--- src/rtl/column_projection_run_segmenter_macros.svh ---
// Assertion macros used by the column projection run segmenter datapath.
`ifndef COLUMN_PROJECTION_RUN_SEGMENTER_MACROS_SVH
`define COLUMN_PROJECTION_RUN_SEGMENTER_MACROS_SVH

// Same-cycle implication, disabled during reset.
`define CPRS_ASSERT_NOW(name, ck, rs, ante, cons, msg) \
  name: assert property (@(posedge ck) disable iff (rs) (ante) |-> (cons)) \
    else $error(msg);

// Next-cycle implication, disabled during reset.
`define CPRS_ASSERT_NEXT(name, ck, rs, ante, cons, msg) \
  name: assert property (@(posedge ck) disable iff (rs) (ante) |=> (cons)) \
    else $error(msg);

`endif

--- src/rtl/cprs_pkg.sv ---
// Shared types and constants of the column projection run segmenter.
`default_nettype none
package cprs_pkg;

  localparam int CFG_DATA_W = 9;
  localparam int CFG_IDX_W  = 2;

  localparam logic [CFG_IDX_W-1:0] REG_IMAGE_WIDTH   = 2'd0;
  localparam logic [CFG_IDX_W-1:0] REG_INK_THRESHOLD = 2'd1;
  localparam logic [CFG_IDX_W-1:0] REG_MIN_RUN_WIDTH = 2'd2;

  localparam logic [CFG_DATA_W-1:0] IMAGE_WIDTH_RST   = 9'd256;
  localparam logic [CFG_DATA_W-1:0] INK_THRESHOLD_RST = 9'd200;
  localparam logic [CFG_DATA_W-1:0] MIN_RUN_WIDTH_RST = 9'd3;

  // Runs reported per image at most.
  localparam int MAX_RESULTS = 64;
  localparam int COUNT_W     = $clog2(MAX_RESULTS + 1);

  typedef enum logic [2:0] {
    ST_INIT,
    ST_IDLE,
    ST_SCAN,
    ST_CLOSE,
    ST_FINAL
  } cprs_state_t;

  typedef struct packed {
    logic init_clear;
    logic pixel_take;
    logic scan_step;
    logic close_step;
    logic final_step;
  } cprs_cmd_t;

  typedef struct packed {
    logic init_last;
    logic scan_done;
    logic out_free;
  } cprs_status_t;

endpackage
`default_nettype wire

--- src/rtl/column_projection_run_segmenter.sv ---
// Top level: vertical projection character segmenter (pixel stream in, column runs out).
//
//  channel  | handshake             | payload
//  ---------+-----------------------+----------------------------------------
//  config   | cfg_we                | cfg_index, cfg_data (9 bits)
//  pixel in | in_valid / in_ready   | red, green, blue, frame_end
//  run out  | out_valid / out_ready | run_start, run_end, run_found, last_run
//
//  Pixels: one transaction per cycle while idle; each ink pixel sets its column flag.
//  Frame end: after the frame_end pixel the flag memory is swept once, one column
//    read (and cleared) per cycle while the sweep is not stalled.
//  Reset: a clearing pass over all MAX_COLUMNS columns runs first; no pixel is taken
//    until it ends, config writes are taken throughout.
//  Stalls: a full output register that is not being drained halts the sweep.
`default_nettype none
module column_projection_run_segmenter #(
  parameter int MAX_COLUMNS = 256
) (
  input  wire logic                             clk,
  input  wire logic                             rst,
  // config write port
  input  wire logic                             cfg_we,
  input  wire logic [cprs_pkg::CFG_IDX_W-1:0]   cfg_index,
  input  wire logic [cprs_pkg::CFG_DATA_W-1:0]  cfg_data,
  // pixel stream
  input  wire logic                             in_valid,
  output logic                                  in_ready,
  input  wire logic [7:0]                       red,
  input  wire logic [7:0]                       green,
  input  wire logic [7:0]                       blue,
  input  wire logic                             frame_end,
  // run results
  output logic                                  out_valid,
  input  wire logic                             out_ready,
  output logic [7:0]                            run_start,
  output logic [7:0]                            run_end,
  output logic                                  run_found,
  output logic                                  last_run
);
  import cprs_pkg::*;

  // Controller drives commands, datapath reports status back.
  cprs_cmd_t    cmd;
  cprs_status_t status;

  cprs_ctrl u_ctrl (
    .clk       (clk),
    .rst       (rst),
    .in_valid  (in_valid),
    .frame_end (frame_end),
    .in_ready  (in_ready),
    .cmd       (cmd),
    .status    (status)
  );

  // Datapath holds the flag memory, the run tracker and the output register,
  // so a finished result waits there while the next pixels keep flowing.
  cprs_datapath #(
    .MAX_COLUMNS (MAX_COLUMNS)
  ) u_datapath (
    .clk       (clk),
    .rst       (rst),
    .cfg_we    (cfg_we),
    .cfg_index (cfg_index),
    .cfg_data  (cfg_data),
    .red       (red),
    .green     (green),
    .blue      (blue),
    .frame_end (frame_end),
    .out_ready (out_ready),
    .out_valid (out_valid),
    .run_start (run_start),
    .run_end   (run_end),
    .run_found (run_found),
    .last_run  (last_run),
    .cmd       (cmd),
    .status    (status)
  );

endmodule
`default_nettype wire

--- src/rtl/cprs_datapath.sv ---
// Datapath: config registers, column flag memory, scan pipeline, run tracking, output register.
`default_nettype none
`include "column_projection_run_segmenter_macros.svh"
module cprs_datapath #(
  parameter int MAX_COLUMNS = 256
) (
  input  wire logic                             clk,
  input  wire logic                             rst,
  input  wire logic                             cfg_we,
  input  wire logic [cprs_pkg::CFG_IDX_W-1:0]   cfg_index,
  input  wire logic [cprs_pkg::CFG_DATA_W-1:0]  cfg_data,
  input  wire logic [7:0]                       red,
  input  wire logic [7:0]                       green,
  input  wire logic [7:0]                       blue,
  input  wire logic                             frame_end,
  input  wire logic                             out_ready,
  output logic                                  out_valid,
  output logic [7:0]                            run_start,
  output logic [7:0]                            run_end,
  output logic                                  run_found,
  output logic                                  last_run,
  input  wire cprs_pkg::cprs_cmd_t              cmd,
  output cprs_pkg::cprs_status_t                status
);
  import cprs_pkg::*;

  localparam int CW = $clog2(MAX_COLUMNS);
  localparam int WW = CW + 1;
  localparam logic [CW-1:0] COL_LAST = CW'(MAX_COLUMNS - 1);
  localparam logic [CFG_DATA_W-1:0] MAX_CFG = CFG_DATA_W'(MAX_COLUMNS);

  logic [CFG_DATA_W-1:0] image_width;
  logic [CFG_DATA_W-1:0] ink_threshold;
  logic [CFG_DATA_W-1:0] min_run_width;

  logic [WW-1:0] eff_width;
  logic [9:0]    pix_sum;
  logic [10:0]   thr3;
  logic          pix_ink;
  logic [CW-1:0] column_pos;
  logic [CW-1:0] pos_eff;
  logic [WW-1:0] pos_inc;
  logic [CW-1:0] pos_wrap;

  logic          col_mem [MAX_COLUMNS];
  logic          mem_we;
  logic [CW-1:0] mem_waddr;
  logic          mem_wdata;
  logic          mem_re;
  logic          rd_ink;

  logic [CW-1:0] addr;
  logic          issue_done;
  logic          rd_valid;
  logic [CW-1:0] rd_col;

  logic          open;
  logic [CW-1:0] start;
  logic          pend_valid;
  logic [CW-1:0] pend_start;
  logic [CW-1:0] pend_end;
  logic [COUNT_W-1:0] count;

  logic          ink_c;
  logic          close_req;
  logic [CW-1:0] close_end;
  logic [8:0]    run_len;
  logic          qualifies;
  logic          push;

  // Config registers
  always_ff @(posedge clk) begin
    if (rst) begin
      image_width   <= IMAGE_WIDTH_RST;
      ink_threshold <= INK_THRESHOLD_RST;
      min_run_width <= MIN_RUN_WIDTH_RST;
    end else if (cfg_we) begin
      case (cfg_index)
        REG_IMAGE_WIDTH:   image_width   <= cfg_data;
        REG_INK_THRESHOLD: ink_threshold <= cfg_data;
        REG_MIN_RUN_WIDTH: min_run_width <= cfg_data;
        default: ;
      endcase
    end
  end

  // Width clamped to 1..MAX_COLUMNS
  always_comb begin
    if (image_width == '0) begin
      eff_width = WW'(1);
    end else if (image_width > MAX_CFG) begin
      eff_width = WW'(MAX_COLUMNS);
    end else begin
      eff_width = WW'(image_width);
    end
  end

  // floor(sum/3) < thr  <=>  sum < 3*thr
  assign pix_sum = 10'(red) + 10'(green) + 10'(blue);
  assign thr3    = {1'b0, ink_threshold, 1'b0} + 11'(ink_threshold);
  assign pix_ink = 11'(pix_sum) < thr3;

  assign pos_eff  = ({1'b0, column_pos} >= eff_width) ? '0 : column_pos;
  assign pos_inc  = WW'(pos_eff) + WW'(1);
  assign pos_wrap = (pos_inc >= eff_width) ? '0 : pos_inc[CW-1:0];

  always_ff @(posedge clk) begin
    if (rst) begin
      column_pos <= '0;
    end else if (cmd.pixel_take) begin
      column_pos <= frame_end ? '0 : pos_wrap;
    end
  end

  // Flag memory: set by ink pixels, cleared by the init pass and by the scan
  always_comb begin
    mem_we    = 1'b0;
    mem_waddr = addr;
    mem_wdata = 1'b0;
    if (cmd.pixel_take && pix_ink) begin
      mem_we    = 1'b1;
      mem_waddr = pos_eff;
      mem_wdata = 1'b1;
    end else if (cmd.init_clear || (cmd.scan_step && !issue_done)) begin
      mem_we = 1'b1;
    end
  end

  assign mem_re = cmd.scan_step && !issue_done;

  always_ff @(posedge clk) begin
    if (mem_we) begin
      col_mem[mem_waddr] <= mem_wdata;
    end
    if (mem_re) begin
      rd_ink <= col_mem[addr];
    end
  end

  // Sweep address and read pipeline
  always_ff @(posedge clk) begin
    if (rst) begin
      addr       <= '0;
      issue_done <= 1'b1;
      rd_valid   <= 1'b0;
    end else begin
      if (cmd.init_clear) begin
        addr <= (addr == COL_LAST) ? '0 : addr + CW'(1);
      end
      if (cmd.pixel_take && frame_end) begin
        addr       <= '0;
        issue_done <= 1'b0;
        rd_valid   <= 1'b0;
      end
      if (cmd.scan_step) begin
        rd_valid <= !issue_done;
        if (!issue_done) begin
          addr       <= (addr == COL_LAST) ? '0 : addr + CW'(1);
          issue_done <= (addr == COL_LAST);
        end
      end
    end
  end

  always_ff @(posedge clk) begin
    if (mem_re) begin
      rd_col <= addr;
    end
  end

  assign status.init_last = (addr == COL_LAST);
  assign status.scan_done = issue_done && !rd_valid;
  assign status.out_free  = !out_valid || out_ready;

  // Columns at or past the width read as blank, so a run reaching the
  // last column closes on the first column beyond it, or at the close step at full width.
  assign ink_c = rd_ink && ({1'b0, rd_col} < eff_width);

  always_comb begin
    close_req = 1'b0;
    close_end = rd_col - CW'(1);
    if (cmd.scan_step && rd_valid && !ink_c && open) begin
      close_req = 1'b1;
    end else if (cmd.close_step && open) begin
      close_req = 1'b1;
      close_end = CW'(eff_width - WW'(1));
    end
  end

  assign run_len   = 9'(close_end) - 9'(start) + 9'd1;
  assign qualifies = close_req && (run_len >= min_run_width)
                     && (count < COUNT_W'(MAX_RESULTS));
  assign push      = (qualifies && pend_valid) || cmd.final_step;

  // Run tracking; the newest qualifying run waits in pend_* until it is
  // known whether it is the last one.
  always_ff @(posedge clk) begin
    if (rst) begin
      open       <= 1'b0;
      pend_valid <= 1'b0;
      count      <= '0;
    end else begin
      if (cmd.scan_step && rd_valid) begin
        if (ink_c && !open) begin
          open <= 1'b1;
        end else if (!ink_c && open) begin
          open <= 1'b0;
        end
      end
      if (cmd.close_step) begin
        open <= 1'b0;
      end
      if (qualifies) begin
        pend_valid <= 1'b1;
        count      <= count + COUNT_W'(1);
      end
      if (cmd.final_step) begin
        pend_valid <= 1'b0;
        count      <= '0;
      end
    end
  end

  always_ff @(posedge clk) begin
    if (cmd.scan_step && rd_valid && ink_c && !open) begin
      start <= rd_col;
    end
    if (qualifies) begin
      pend_start <= start;
      pend_end   <= close_end;
    end
  end

  // Output register
  always_ff @(posedge clk) begin
    if (rst) begin
      out_valid <= 1'b0;
    end else if (push) begin
      out_valid <= 1'b1;
    end else if (out_ready) begin
      out_valid <= 1'b0;
    end
  end

  always_ff @(posedge clk) begin
    if (cmd.final_step) begin
      run_start <= pend_valid ? 8'(pend_start) : 8'd0;
      run_end   <= pend_valid ? 8'(pend_end) : 8'd0;
      run_found <= pend_valid;
      last_run  <= 1'b1;
    end else if (qualifies && pend_valid) begin
      run_start <= 8'(pend_start);
      run_end   <= 8'(pend_end);
      run_found <= 1'b1;
      last_run  <= 1'b0;
    end
  end

  `CPRS_ASSERT_NOW(a_pixel_excl, clk, rst, cmd.pixel_take, !(cmd.scan_step || cmd.init_clear || cmd.close_step || cmd.final_step), "pixel taken during sweep")
  `CPRS_ASSERT_NOW(a_push_free, clk, rst, push, !out_valid || out_ready, "result overwritten")
  `CPRS_ASSERT_NOW(a_pend_count, clk, rst, pend_valid, count != '0, "pending run not counted")
  `CPRS_ASSERT_NEXT(a_final_clean, clk, rst, cmd.final_step, !pend_valid && !open && count == '0, "run state left after frame")

endmodule
`default_nettype wire

--- src/rtl/cprs_ctrl.sv ---
// Controller: sequences init clear, pixel intake, column scan and result flush.
`default_nettype none
module cprs_ctrl (
  input  wire logic                  clk,
  input  wire logic                  rst,
  input  wire logic                  in_valid,
  input  wire logic                  frame_end,
  output logic                       in_ready,
  output cprs_pkg::cprs_cmd_t        cmd,
  input  wire cprs_pkg::cprs_status_t status
);
  import cprs_pkg::*;

  cprs_state_t state;
  cprs_state_t state_next;

  always_ff @(posedge clk) begin
    if (rst) begin
      state <= ST_INIT;
    end else begin
      state <= state_next;
    end
  end

  always_comb begin
    state_next = state;
    case (state)
      ST_INIT: begin
        if (status.init_last) state_next = ST_IDLE;
      end
      ST_IDLE: begin
        if (in_valid && frame_end) state_next = ST_SCAN;
      end
      ST_SCAN: begin
        if (status.scan_done) state_next = ST_CLOSE;
      end
      ST_CLOSE: begin
        if (status.out_free) state_next = ST_FINAL;
      end
      ST_FINAL: begin
        if (status.out_free) state_next = ST_IDLE;
      end
      default: state_next = ST_INIT;
    endcase
  end

  always_comb begin
    in_ready = 1'b0;
    cmd      = '0;
    case (state)
      ST_INIT: begin
        cmd.init_clear = 1'b1;
      end
      ST_IDLE: begin
        in_ready       = 1'b1;
        cmd.pixel_take = in_valid;
      end
      ST_SCAN: begin
        cmd.scan_step = !status.scan_done && status.out_free;
      end
      ST_CLOSE: begin
        cmd.close_step = status.out_free;
      end
      ST_FINAL: begin
        cmd.final_step = status.out_free;
      end
      default: ;
    endcase
  end

endmodule
`default_nettype wire

--- config.mk ---
export PLATFORM = sky130hd
export DESIGN_NAME = column_projection_run_segmenter
export DESIGN_NICKNAME = d
export VERILOG_FILES = /design/src/rtl/cprs_pkg.sv /design/src/rtl/column_projection_run_segmenter.sv /design/src/rtl/cprs_datapath.sv /design/src/rtl/cprs_ctrl.sv
export VERILOG_INCLUDE_DIRS = /design/src /design/src/rtl
export SDC_FILE = /design/constraint.sdc
export NUM_CORES = 1
export LEC_CHECK = 0
export BUFFER_PORTS_ARGS = -buffer_cell sky130_fd_sc_hd__buf_4
export CORE_MARGIN = 3
export CORE_UTILIZATION = 34
export DETAILED_ROUTE_END_ITERATION = 10
export MAX_ROUTING_LAYER = met4
export PLACE_DENSITY = 0.6
export SYNTH_ARGS = -nofsm -noshare
export SYNTH_HDL_FRONTEND = slang
export SYNTH_SLANG_ARGS = --single-unit
export TNS_END_PERCENT = 30
--- constraint.sdc ---
create_clock -name clk -period 12.5 [get_ports clk]
set_input_delay 1.25 -clock clk [delete_from_list [all_inputs] [get_ports clk]]
set_output_delay 1.25 -clock clk [all_outputs]
set_load 0.02 [all_outputs]
[Word level (Yosys, flattened, before mapping)]
Memories as Yosys holds them, arrays and structs flattened. A register that Yosys moved wholly into a read port is not among the register bits.
Cells that the tools add are included.
Word-level totals
  output and inout port bits: 20
  memory bits (writable): 256
  register bits: 108
  memories kept: 1
Memory list
  u_datapath.col_mem: depth 256, bits a word 1, read ports 1, clocked after Yosys merged registers in 1, write ports 1, line cprs_datapath.sv:45  | logic col_mem [MAX_COLUMNS];
Cells by class
  muxes and demuxes: 49
  eq/ne operators: 12
  order comparisons: 7
  add/sub/neg operators: 10
  reduce and logical (&&, ||, !) cells: 41
Operators by type and width (count)
  $mux W8: 17
  $mux W1: 24
  $ge A9 B9 Y1: 2
  $logic_and A1 B1 Y1: 18
  $mux W9: 2
  $sub A8 B1 Y8 const B: 2
  $mux W3: 5
  $pmux W3 S5: 1
  $add A10 B9 Y11: 1
  $lt A10 B11 Y1: 1
  $add A10 B8 Y10: 1
  $add A8 B1 Y9 const B: 1
  $add A8 B8 Y9: 1
  $add A9 B1 Y9 const B: 1
  $ge A8 B9 Y1: 1
  $gt A9 B9 Y1 const B: 1
  $logic_not A9 Y1: 1
  $lt A8 B9 Y1: 1
  $sub A8 B8 Y9: 1
  $add A8 B1 Y8 const B: 1
  $eq A8 B8 Y1 const B: 1
  $ne A2 B1 Y1 const B: 4
  $reduce_and A2 Y1: 4
  $reduce_bool A2 Y1: 4
  14 further kinds: 23

[Longest topological paths before layout]
Gate-level depths: netlist of the first run.
  depth in word-level cells: 17
  mapped depth: 24
  mapped depth without buffers: 24

[Hierarchy]
Synthesis of the first run repeated with hierarchy kept, for this count alone.
Second synthesis, totals
  cell total of the unflattened synthesis: 1538
  area, all modules: 19411.1 um^2
Modules (own cells, without submodules)
  cprs_datapath: area an instance 19177.1 um^2, times used 1, cells each 1513
  cprs_ctrl: area an instance 234.0 um^2, times used 1, cells each 25

[Worst setup path before layout of the first run]
No wires, ideal clock.
  path kind: input -> register
  start: input port red[0]
  end: memory u_datapath.col_mem[134], enable pin
  slack: 3.440 ns
  required time: 12.247 ns
  stages on the path: 20
  path buffers: 1
  arrival: 8.807 ns
  cell sequence: ha_1 -> fa_1 -> a21o_1 -> a21oi_1 -> o21bai_1 -> a21oi_1 -> xnor2_1 -> ha_1 -> a21oi_1 -> o21ai_0 -> and2_1 -> o21a_1 -> ha_1 -> o21ai_0 -> o21a_1 -> nor2_2 -> clkinv_1 -> o221ai_1 -> buf_2 -> nor2_1
On the way
  word-level cells in the longest chain between the ends: 7
  elaborated cells on any way between the ends: 8
  those cells by class: add/sub: 2; order compare: 1; mux: 4; reduce/logical: 1
Ends and longest elaborated chain
  from (decl): line column_projection_run_segmenter.sv:28  | input wire logic [7:0] red,
  $add A8 B8 Y9 (*): line cprs_datapath.sv:99  | assign pix_sum = 10'(red) + 10'(green) + 10'(blue);
  $add A10 B8 Y10 (*): line cprs_datapath.sv:99
  $lt A10 B11 Y1 (*): line cprs_datapath.sv:101  | assign pix_ink = 11'(pix_sum) < thr3;
  $logic_and A1 B1 Y1 (*): line cprs_datapath.sv:120  | if (cmd.pixel_take && pix_ink) begin
  $mux W1: line cprs_datapath.sv:120
  $mux W1: line cprs_datapath.sv:132  | if (mem_we) begin
  $mux W1 (implied by the code): line cprs_datapath.sv:133  | col_mem[mem_waddr] <= mem_wdata;
  to (decl): line cprs_datapath.sv:45
Every way passes the cells marked *; elsewhere a longest branch is shown, timed or not.

[Worst setup path in the final report of the first run]
  start: input port red[0]
  end: memory u_datapath.col_mem[22], enable pin
Same word-level chain as after synthesis.

==> metrics.txt, run 1 <==
status complete, no violations; ANT nets after route 0; number of enable flip-flop cells after synthesis 306; routed vias 12.8k; crit path cell chain buf_4 > ha_1 > fa_1 > a21o_1 > a21oi_1 > o21bai_1 > a21oi_1 > xnor2_1 > ha_1 > nand2_1 > o21ai_0 > xor2_1 > ha_1 > a211oi_1 > o21ai_0 > a21oi_1 > o21a_1 > nor2_2 > inv_6 > buf_4 > mux2i_4 > buf_4 > nor3_1; final worst hold slack 0.461 ns; row cnt 86; ANT cells 0; sequential fraction of the synthesis area 54.3%; Final HPWL DP 29200 µm; Reg2Reg Depth 18; die width 243 µm; Post-CTS Hold Fix Bufs 0; Max Slew Vio Count 0; Fmax 130 MHz; Tcrit/Tclk final 61.7%; CP Depth 23; total CTS buffers 40; worst hold path depth 0; PostCTS Resize Cnt 0; Reg power frac 48.9%; Core Area 55300 µm²; Area Growth Syn to Fin 12.7%; Die ar. 59100 µm²; syn nets 1726; CTS Buffer Depth 3; Max VDD drop 0.0766 mV; number of library cell types mapped by synthesis 78; later-pin clock latency in the skew report 0.57 ns; Root Buffer clkbuf_16; Crit. End Element register; crit path kind input port to register; Area contributors post-synth edfxtp_1, mux4_2, dfxtp_1; hold violation count in the final report 0; post-layout min period 7.71 ns; DR WL/cell 19.2 µm; Comb pwr share 8.0%; CP max FO 145; Max-Cap Viols 0; area fraction of the dominant cell type after synthesis 48.1%; Yosys warning total 0; count of final setup violators 0; Critical Path AT 7.97 ns; share of flip-flops with an asynchronous set or reset 0%; critical path startpoint category input port; clk slew on worst S/H paths 0.06 ns; share of cells above drive strength 1 17.0%; Int Power 2.07 mW; RSZ-0062 raised after global routing no; Port Buffers 60; drt total wl 45600 µm; CTS tree built; DRT iter0 DRCs 1010; most common cell in the netlist edfxtp_1; htree depth 2; global-route wire length before repair 72900 µm; Starting Density 34.5%; drt pass-1 iters 5; GR Util All Layers 15.9%; vias per inst 5.41; Mapped Area 19100 µm²; Synth Register Bits 365; vias in the first global route 13.0k; clock skew 0.0230 ns; area leader, netlist edfxtp_1; Switching Share 23.2%; number of buffers and inverters on the critical path 4; cell count after synthesis 1593; min-delay worst type register to register; CP max stage delay 0.96 ns; global route total overflow 0; RePlAce Congestion 0.846; DRC viols 0; P_leak 7.72 nW; switching power of the nets 0.628 mW; initial antenna violation count 0; commonest cells in the netlist edfxtp_1, nor3_1, nor2_1; CP Data Required Time 12.76 ns; clock sinks 365; synthesized area per cell 12.0 µm²; normalized max-slew margin 21.3%; Post-Route Setup TNS 0 ns; largest net degree at the start of global routing 146; Post-CTS Setup Inserts 0; I/O Pins 61; slowest CP cell buf_4; Clk network pwr share 43.1%; Slew @ Worst Pin 1.18 ns; die span in y 243 µm; PD cells 126 nW/µm²; Main synth FF type edfxtp_1; family with the most delay on the worst path buffers and inverters; nets 1730
-- metal layers --
layer / part of all wire, % / vias to the layer above / global-route usage, %
li1: - / 6031 / -
met1: 43 / 6380 / 20.3
met2: 48 / 352 / 25.8
met3: 5.8 / 82 / 2.75
met4: 2.6 / 0 / 4.85
met5: 0 / - / -
-- flip-flops by register name, summed over array words and instances (netlist names) --
name / flops
u_datapath.col_mem: 256
u_datapath.pend_start: 8
u_datapath.ink_threshold: 9
u_datapath.pend_valid: 1
u_datapath.rd_col: 8
u_datapath.start: 8
u_datapath.run_end: 8
u_datapath.rd_ink: 1
u_datapath.rd_valid: 1
u_datapath.column_pos: 8
u_datapath.pend_end: 8
u_datapath.out_valid: 1
u_datapath.image_width: 9
u_datapath.issue_done: 1
u_datapath.open: 1
u_datapath.min_run_width: 9
u_datapath.run_start: 8
u_datapath.last_run: 1
u_datapath.run_found: 1
u_ctrl.state: 3
u_datapath.count: 7
u_datapath.addr: 8
-- final timing paths --
| kind | start | slack (ns) | endpoint |
|---|---|---|---|
| hold / removal | u_datapath.start[5]$_DFFE_PP_ | 0.46 | u_datapath.pend_start[5]$_DFFE_PP_ |
| setup reg to reg | u_datapath.ink_threshold[1]$_SDFFE_PP0P_ | 6.04 | u_datapath.col_mem[22]$_DFFE_PP_ |
| hold reg to reg | u_datapath.start[5]$_DFFE_PP_ | 0.46 | u_datapath.pend_start[5]$_DFFE_PP_ |
| setup / recovery | red[0] | 4.79 | u_datapath.col_mem[22]$_DFFE_PP_ |
-- cell usage in the layout, fill, tap and decap left out, drive strengths merged, types with 10 or more instances in the layout --
cell type  instances
xor2              13
nor2             137
nand3             22
clkinv            13
a21oi             52
a22oi             19
o22ai             23
a211oi            12
dfxtp             59
ha                88
edfxtp           306
buf               81
nor4              11
clkbuf            52
nor2b             26
nand2b            20
mux4              58
and2              10
nand2             70
inv               60
or2               10
nor3             207
mux2i             36
a21o              15
o21ai             39
and3              45
xnor2             31
-- logic make-up (layout without fill, tap and decap cells) --
| kind of cell | count (synthesis) | count (layout) | synth area share, % |
|---|---|---|---|
| and+or+nand+nor | 592 | 592 | 16.1 |
| DFF | 365 | 365 | 54.3 |
| AOI/OAI and AO/OA | 225 | 225 | 8.29 |
| buffers and inverters | 174 | 207 | 3.96 |
| muxes | 101 | 101 | 9.16 |
| adders and majority gates | 92 | 92 | 6.18 |
| xor gates and xnor gates | 44 | 44 | 2.02 |
-- power groups by stage --
stage               Clock, mW  Combinational (mW)  Sequential (mW)
floorplan                   0               0.163             1.33
detailed placement          0               0.216             1.35
global placement            0               0.213             1.35
global route             1.24               0.243             1.32
finish                   1.17               0.215             1.32
CTS                      1.19               0.217             1.32
-- per-stage QoR --
step | util [%] | power (mW) | area [µm²] | std cells | worst slack (ns)
global route | 38.9 | 2.80 | 21500 | 2374 | 4.07
finish | 38.9 | 2.70 | 21500 | 2374 | 4.79
detailed placement | 36.5 | 1.56 | 20200 | 2303 | 4.28
CTS | 38.9 | 2.73 | 21500 | 2374 | 4.86
global placement | 36.5 | 1.56 | 20200 | 2303 | 4.56
floorplan | - | 1.50 | 19100 | 1593 | 3.44
-- layout make-up --
cell class / count / area [µm²]
flip-flops and latches: 365 / 10400
inverters: 55 / 211
fillers: 5272 / 33800
clock buffers: 52 / 1150
repair buffers: 81 / 608
clock inverters: 19 / 159
well taps: 748 / 936
multi-input cells: 1054 / 8080
Power figures use the tool's default switching activity.
==> run 2: changes to the inputs <==
--- a/config.mk
+++ b/config.mk
@@ -6,6 +6,7 @@
 export SDC_FILE = /design/constraint.sdc
 export NUM_CORES = 1
 export LEC_CHECK = 0
+export ABC_AREA = 1
 export BUFFER_PORTS_ARGS = -buffer_cell sky130_fd_sc_hd__buf_4
 export CORE_MARGIN = 3
 export CORE_UTILIZATION = 34
==> constraint.sdc (replaced) <==
create_clock -name clk -period 7.1 [get_ports clk]
set_input_delay 0.71 -clock clk [delete_from_list [all_inputs] [get_ports clk]]
set_output_delay 0.71 -clock clk [all_outputs]
set_load 0.02 [all_outputs]
==> run 2 against run 1 <==
Area after synthesis is 0.63% lower. Non-clock buffer count decreased by 10. Combinational power rose to 8.3 times the previous value. Register-to-register slack worse by 4.8 ns. Worst setup slack got worse by 3.5 ns. Final area down 0.99%. Synthesized cell count is 26% higher. Count of clock-buffer cells in the layout down 3. First-iteration DRC count grew 26%. Total power up 130%. Sequential cell count unchanged. Largest cell class unchanged.
==> metrics.txt, run 2 <==
status complete, no violations (unchanged); CTS Buffer Depth 3 (unchanged); global route total overflow 0 (unchanged); Port Buffers 60 (unchanged); clock sinks 365 (unchanged); RePlAce Congestion 0.860 (was 0.846); CP max stage delay 0.64 ns (was 0.96 ns); largest family of logic cells by synthesized area simple AND/OR/NAND/NOR gates (unchanged); Post-Place Cells 2721 (was 2303); Main synth FF type edfxtp_1 (unchanged); complex-gate fraction of the synthesized area 10.4% (was 8.29%); Setup WS pre-CTS 1.15 ns (was 4.28 ns); later-pin clock latency in the skew report 0.58 ns (was 0.57 ns); count of final setup violators 0 (unchanged); total CTS buffers 40 (unchanged); Synth Register Bits 365 (unchanged); Mapped Area 19000 µm² (was 19100 µm²); clock skew 0.0279 ns (was 0.0230 ns); Top cell by count, worst path inv_1; largest register by flop count u_datapath.col_mem (unchanged); Final Instance Area 21300 µm² (was 21500 µm²); GR Util All Layers 16.8% (was 15.9%); Crit. End Element register (unchanged); flop2flop setup slack 1.27 ns (was 6.04 ns); Setup crit end u_datapath.pend_start[1]$_DFFE_PP_ (was u_datapath.col_mem[22]$_DFFE_PP_); global-route wire length before repair 77000 µm (was 72900 µm); critical path startpoint category register (was input port); share of cells above drive strength 1 11.3% (was 17.0%); final worst hold slack 0.382 ns (was 0.461 ns); Post-Route Setup TNS 0 ns (unchanged); number of enable flip-flop cells after synthesis 306 (unchanged); die width 242 µm (was 243 µm); number of library cell types mapped by synthesis 50 (was 78); Core Area 54600 µm² (was 55300 µm²); Post-CTS Hold Fix Bufs 0 (unchanged); DRT iter0 DRCs 1276 (was 1010); htree depth 2 (unchanged); syn nets 2143 (was 1726); Slew @ Worst Pin 1.12 ns (was 1.18 ns); Worst setup startpoint u_datapath.image_width[0]$_SDFFE_PP0P_ (was red[0]); reg2reg start u_datapath.image_width[0]$_SDFFE_PP0P_ (was u_datapath.ink_threshold[1]$_SDFFE_PP0P_); PD cells 297 nW/µm² (was 126 nW/µm²); post-layout min period 5.83 ns; I/O Pins 61 (unchanged); hold violation count in the final report 0 (unchanged); placed cell areas 20000 µm² (was 20200 µm²); Fmax 172 MHz; vias per inst 5.19 (was 5.41); Starting Density 34.8% (was 34.5%); Critical R2R Capture u_datapath.pend_start[1]$_DFFE_PP_ (was u_datapath.col_mem[22]$_DFFE_PP_); sequential fraction of the synthesis area 54.6% (was 54.3%); largest net degree at the start of global routing 258 (was 146); most frequent cells in the layout nor2_1, edfxtp_1, nand2_1 (was edfxtp_1, nor3_1, nor2_1); clk slew on worst S/H paths 0.06 ns (about the same); die span in y 242 µm (was 243 µm); CP max FO 24 (was 145); Reg2Reg Depth 27 (was 18); Max VDD drop 0.150 mV (was 0.0766 mV); Max Slew Vio Count 0 (unchanged); synthesized-area fraction occupied by xor and xnor cells 1.85% (was 2.02%); commonest non-fill, non-tap cell in the layout nor2_1 (was edfxtp_1); routed vias 14.5k (was 12.8k); Fillers 5391 (was 5272); DR WL/cell 17.5 µm (was 19.2 µm); DRC viols 0 (unchanged); Critical Path AT 5.89 ns (was 7.97 ns); Tcrit/Tclk final 82.1%; normalized max-slew margin 25.6% (was 21.3%); ANT nets after route 0 (unchanged); RSZ-0062 raised after global routing no (unchanged); drt pass-1 iters 5 (unchanged); Post-Layout Cell Count 2789 (was 2374); PostCTS Resize Cnt 0 (unchanged); simple-gate share of the synthesized area 21.4% (was 16.1%); area leader, netlist edfxtp_1 (unchanged); max reg flops 256 (unchanged); Final HPWL DP 29900 µm (was 29200 µm); vias in the first global route 14.0k (was 13.0k); worst hold start cfg_data[3] (was u_datapath.start[5]$_DFFE_PP_); mux cell area share after synthesis 0% (was 9.16%); synthesized area per cell 9.44 µm² (was 12.0 µm²); cell count after synthesis 2010 (was 1593); min-delay worst type input port to register (was register to register); drt total wl 48800 µm (was 45600 µm); initial antenna violation count 0 (unchanged); crit path kind register to register (was input port to register); Die ar. 58700 µm² (was 59100 µm²); most common cell in the netlist nor2_1 (was edfxtp_1); row cnt 85 (was 86); share of flip-flops with an asynchronous set or reset 0% (unchanged); area fraction of the dominant cell type after synthesis 48.4% (was 48.1%); commonest cells in the netlist nor2_1, edfxtp_1, nand2_1 (was edfxtp_1, nor3_1, nor2_1); Final Core Density 39.0% (was 38.9%); Total Power 6.32 mW (was 2.70 mW); CP Data Required Time 7.17 ns (was 12.76 ns); ANT cells 0 (unchanged); Post-Synth Adder-Cell Area 6.22% (was 6.18%); Post-CTS Setup Inserts 0 (unchanged); Area contributors post-synth edfxtp_1, nor2_1, dfxtp_1 (was edfxtp_1, mux4_2, dfxtp_1); CTS tree built (unchanged); P_leak 7.79 nW (was 7.72 nW); nets 2157 (was 1730); Yosys warning total 0 (unchanged); worst setup margin 1.27 ns (was 4.79 ns); Root Buffer clkbuf_16 (unchanged); slowest CP cell clkinv_1 (was buf_4); Area Growth Syn to Fin 12.3% (was 12.7%); Max-Cap Viols 0 (unchanged)
## run 2: cells by family (layout without fill, tap and decap cells)
group,after synthesis,in the layout
compound gates,345,345
xor+xnor,40,40
simple gates,910,910
flops,365,365
buf+inv,258,298
fa+ha+maj,92,92
## run 2: area by class of cell
cell class / count / area, µm² / area share [%]
Clock inverter: 19 / 230 / 1.08
Timing Repair Buffer: 71 / 546 / 2.56
Clock buffer: 49 / 1060 / 4.96
Tap cell: 739 / 925 / 4.34
Inverter: 159 / 598 / 2.81
Sequential cell: 365 / 10400 / 48.7
Multi-Input combinational cell: 1387 / 7570 / 35.6
## run 2: how the worst min path moves through the flow
stage                                          endpoint  slack, ns  depth (start not counted)
3_5_place_dp              u_datapath.start[0]$_DFFE_PP_       0.45                          0
4_1_cts        u_datapath.ink_threshold[3]$_SDFFE_PP1P_       0.35                          3
5_1_grt        u_datapath.ink_threshold[3]$_SDFFE_PP1P_       0.37                          3
2_1_floorplan            u_datapath.rd_col[2]$_DFFE_PP_       0.41                          0
3_3_place_gp         u_datapath.pend_start[0]$_DFFE_PP_       0.45                          0
6_report       u_datapath.ink_threshold[3]$_SDFFE_PP1P_       0.38                          3
## run 2: where the power goes
| part | total [mW] | switching (mW) | internal (mW) |
|---|---|---|---|
| sequential | 2.46 | 0.0212 | 2.44 |
| combinational | 1.79 | 1.32 | 0.469 |
| clock | 2.07 | 0.863 | 1.21 |
| total | 6.32 | 2.20 | 4.12 |
## run 2: worst max-delay path, delay by kind of cell, from the launching register on
family | cells | cell delay (ns)
simple gates | 6 | 0.67
flops | 1 | 0.30
compound gates | 8 | 1.69
xor+xnor | 2 | 0.25
buf+inv | 7 | 1.25
fa+ha+maj | 4 | 1.15
## run 2: layer usage
layer	GRT usage (%)	wire length [µm]	vias to the layer above
met5	-	0	-
met4	4.47	961	0
met3	2.63	2760	75
met2	27.5	23400	423
met1	21.7	21700	7089
li1	-	-	6890
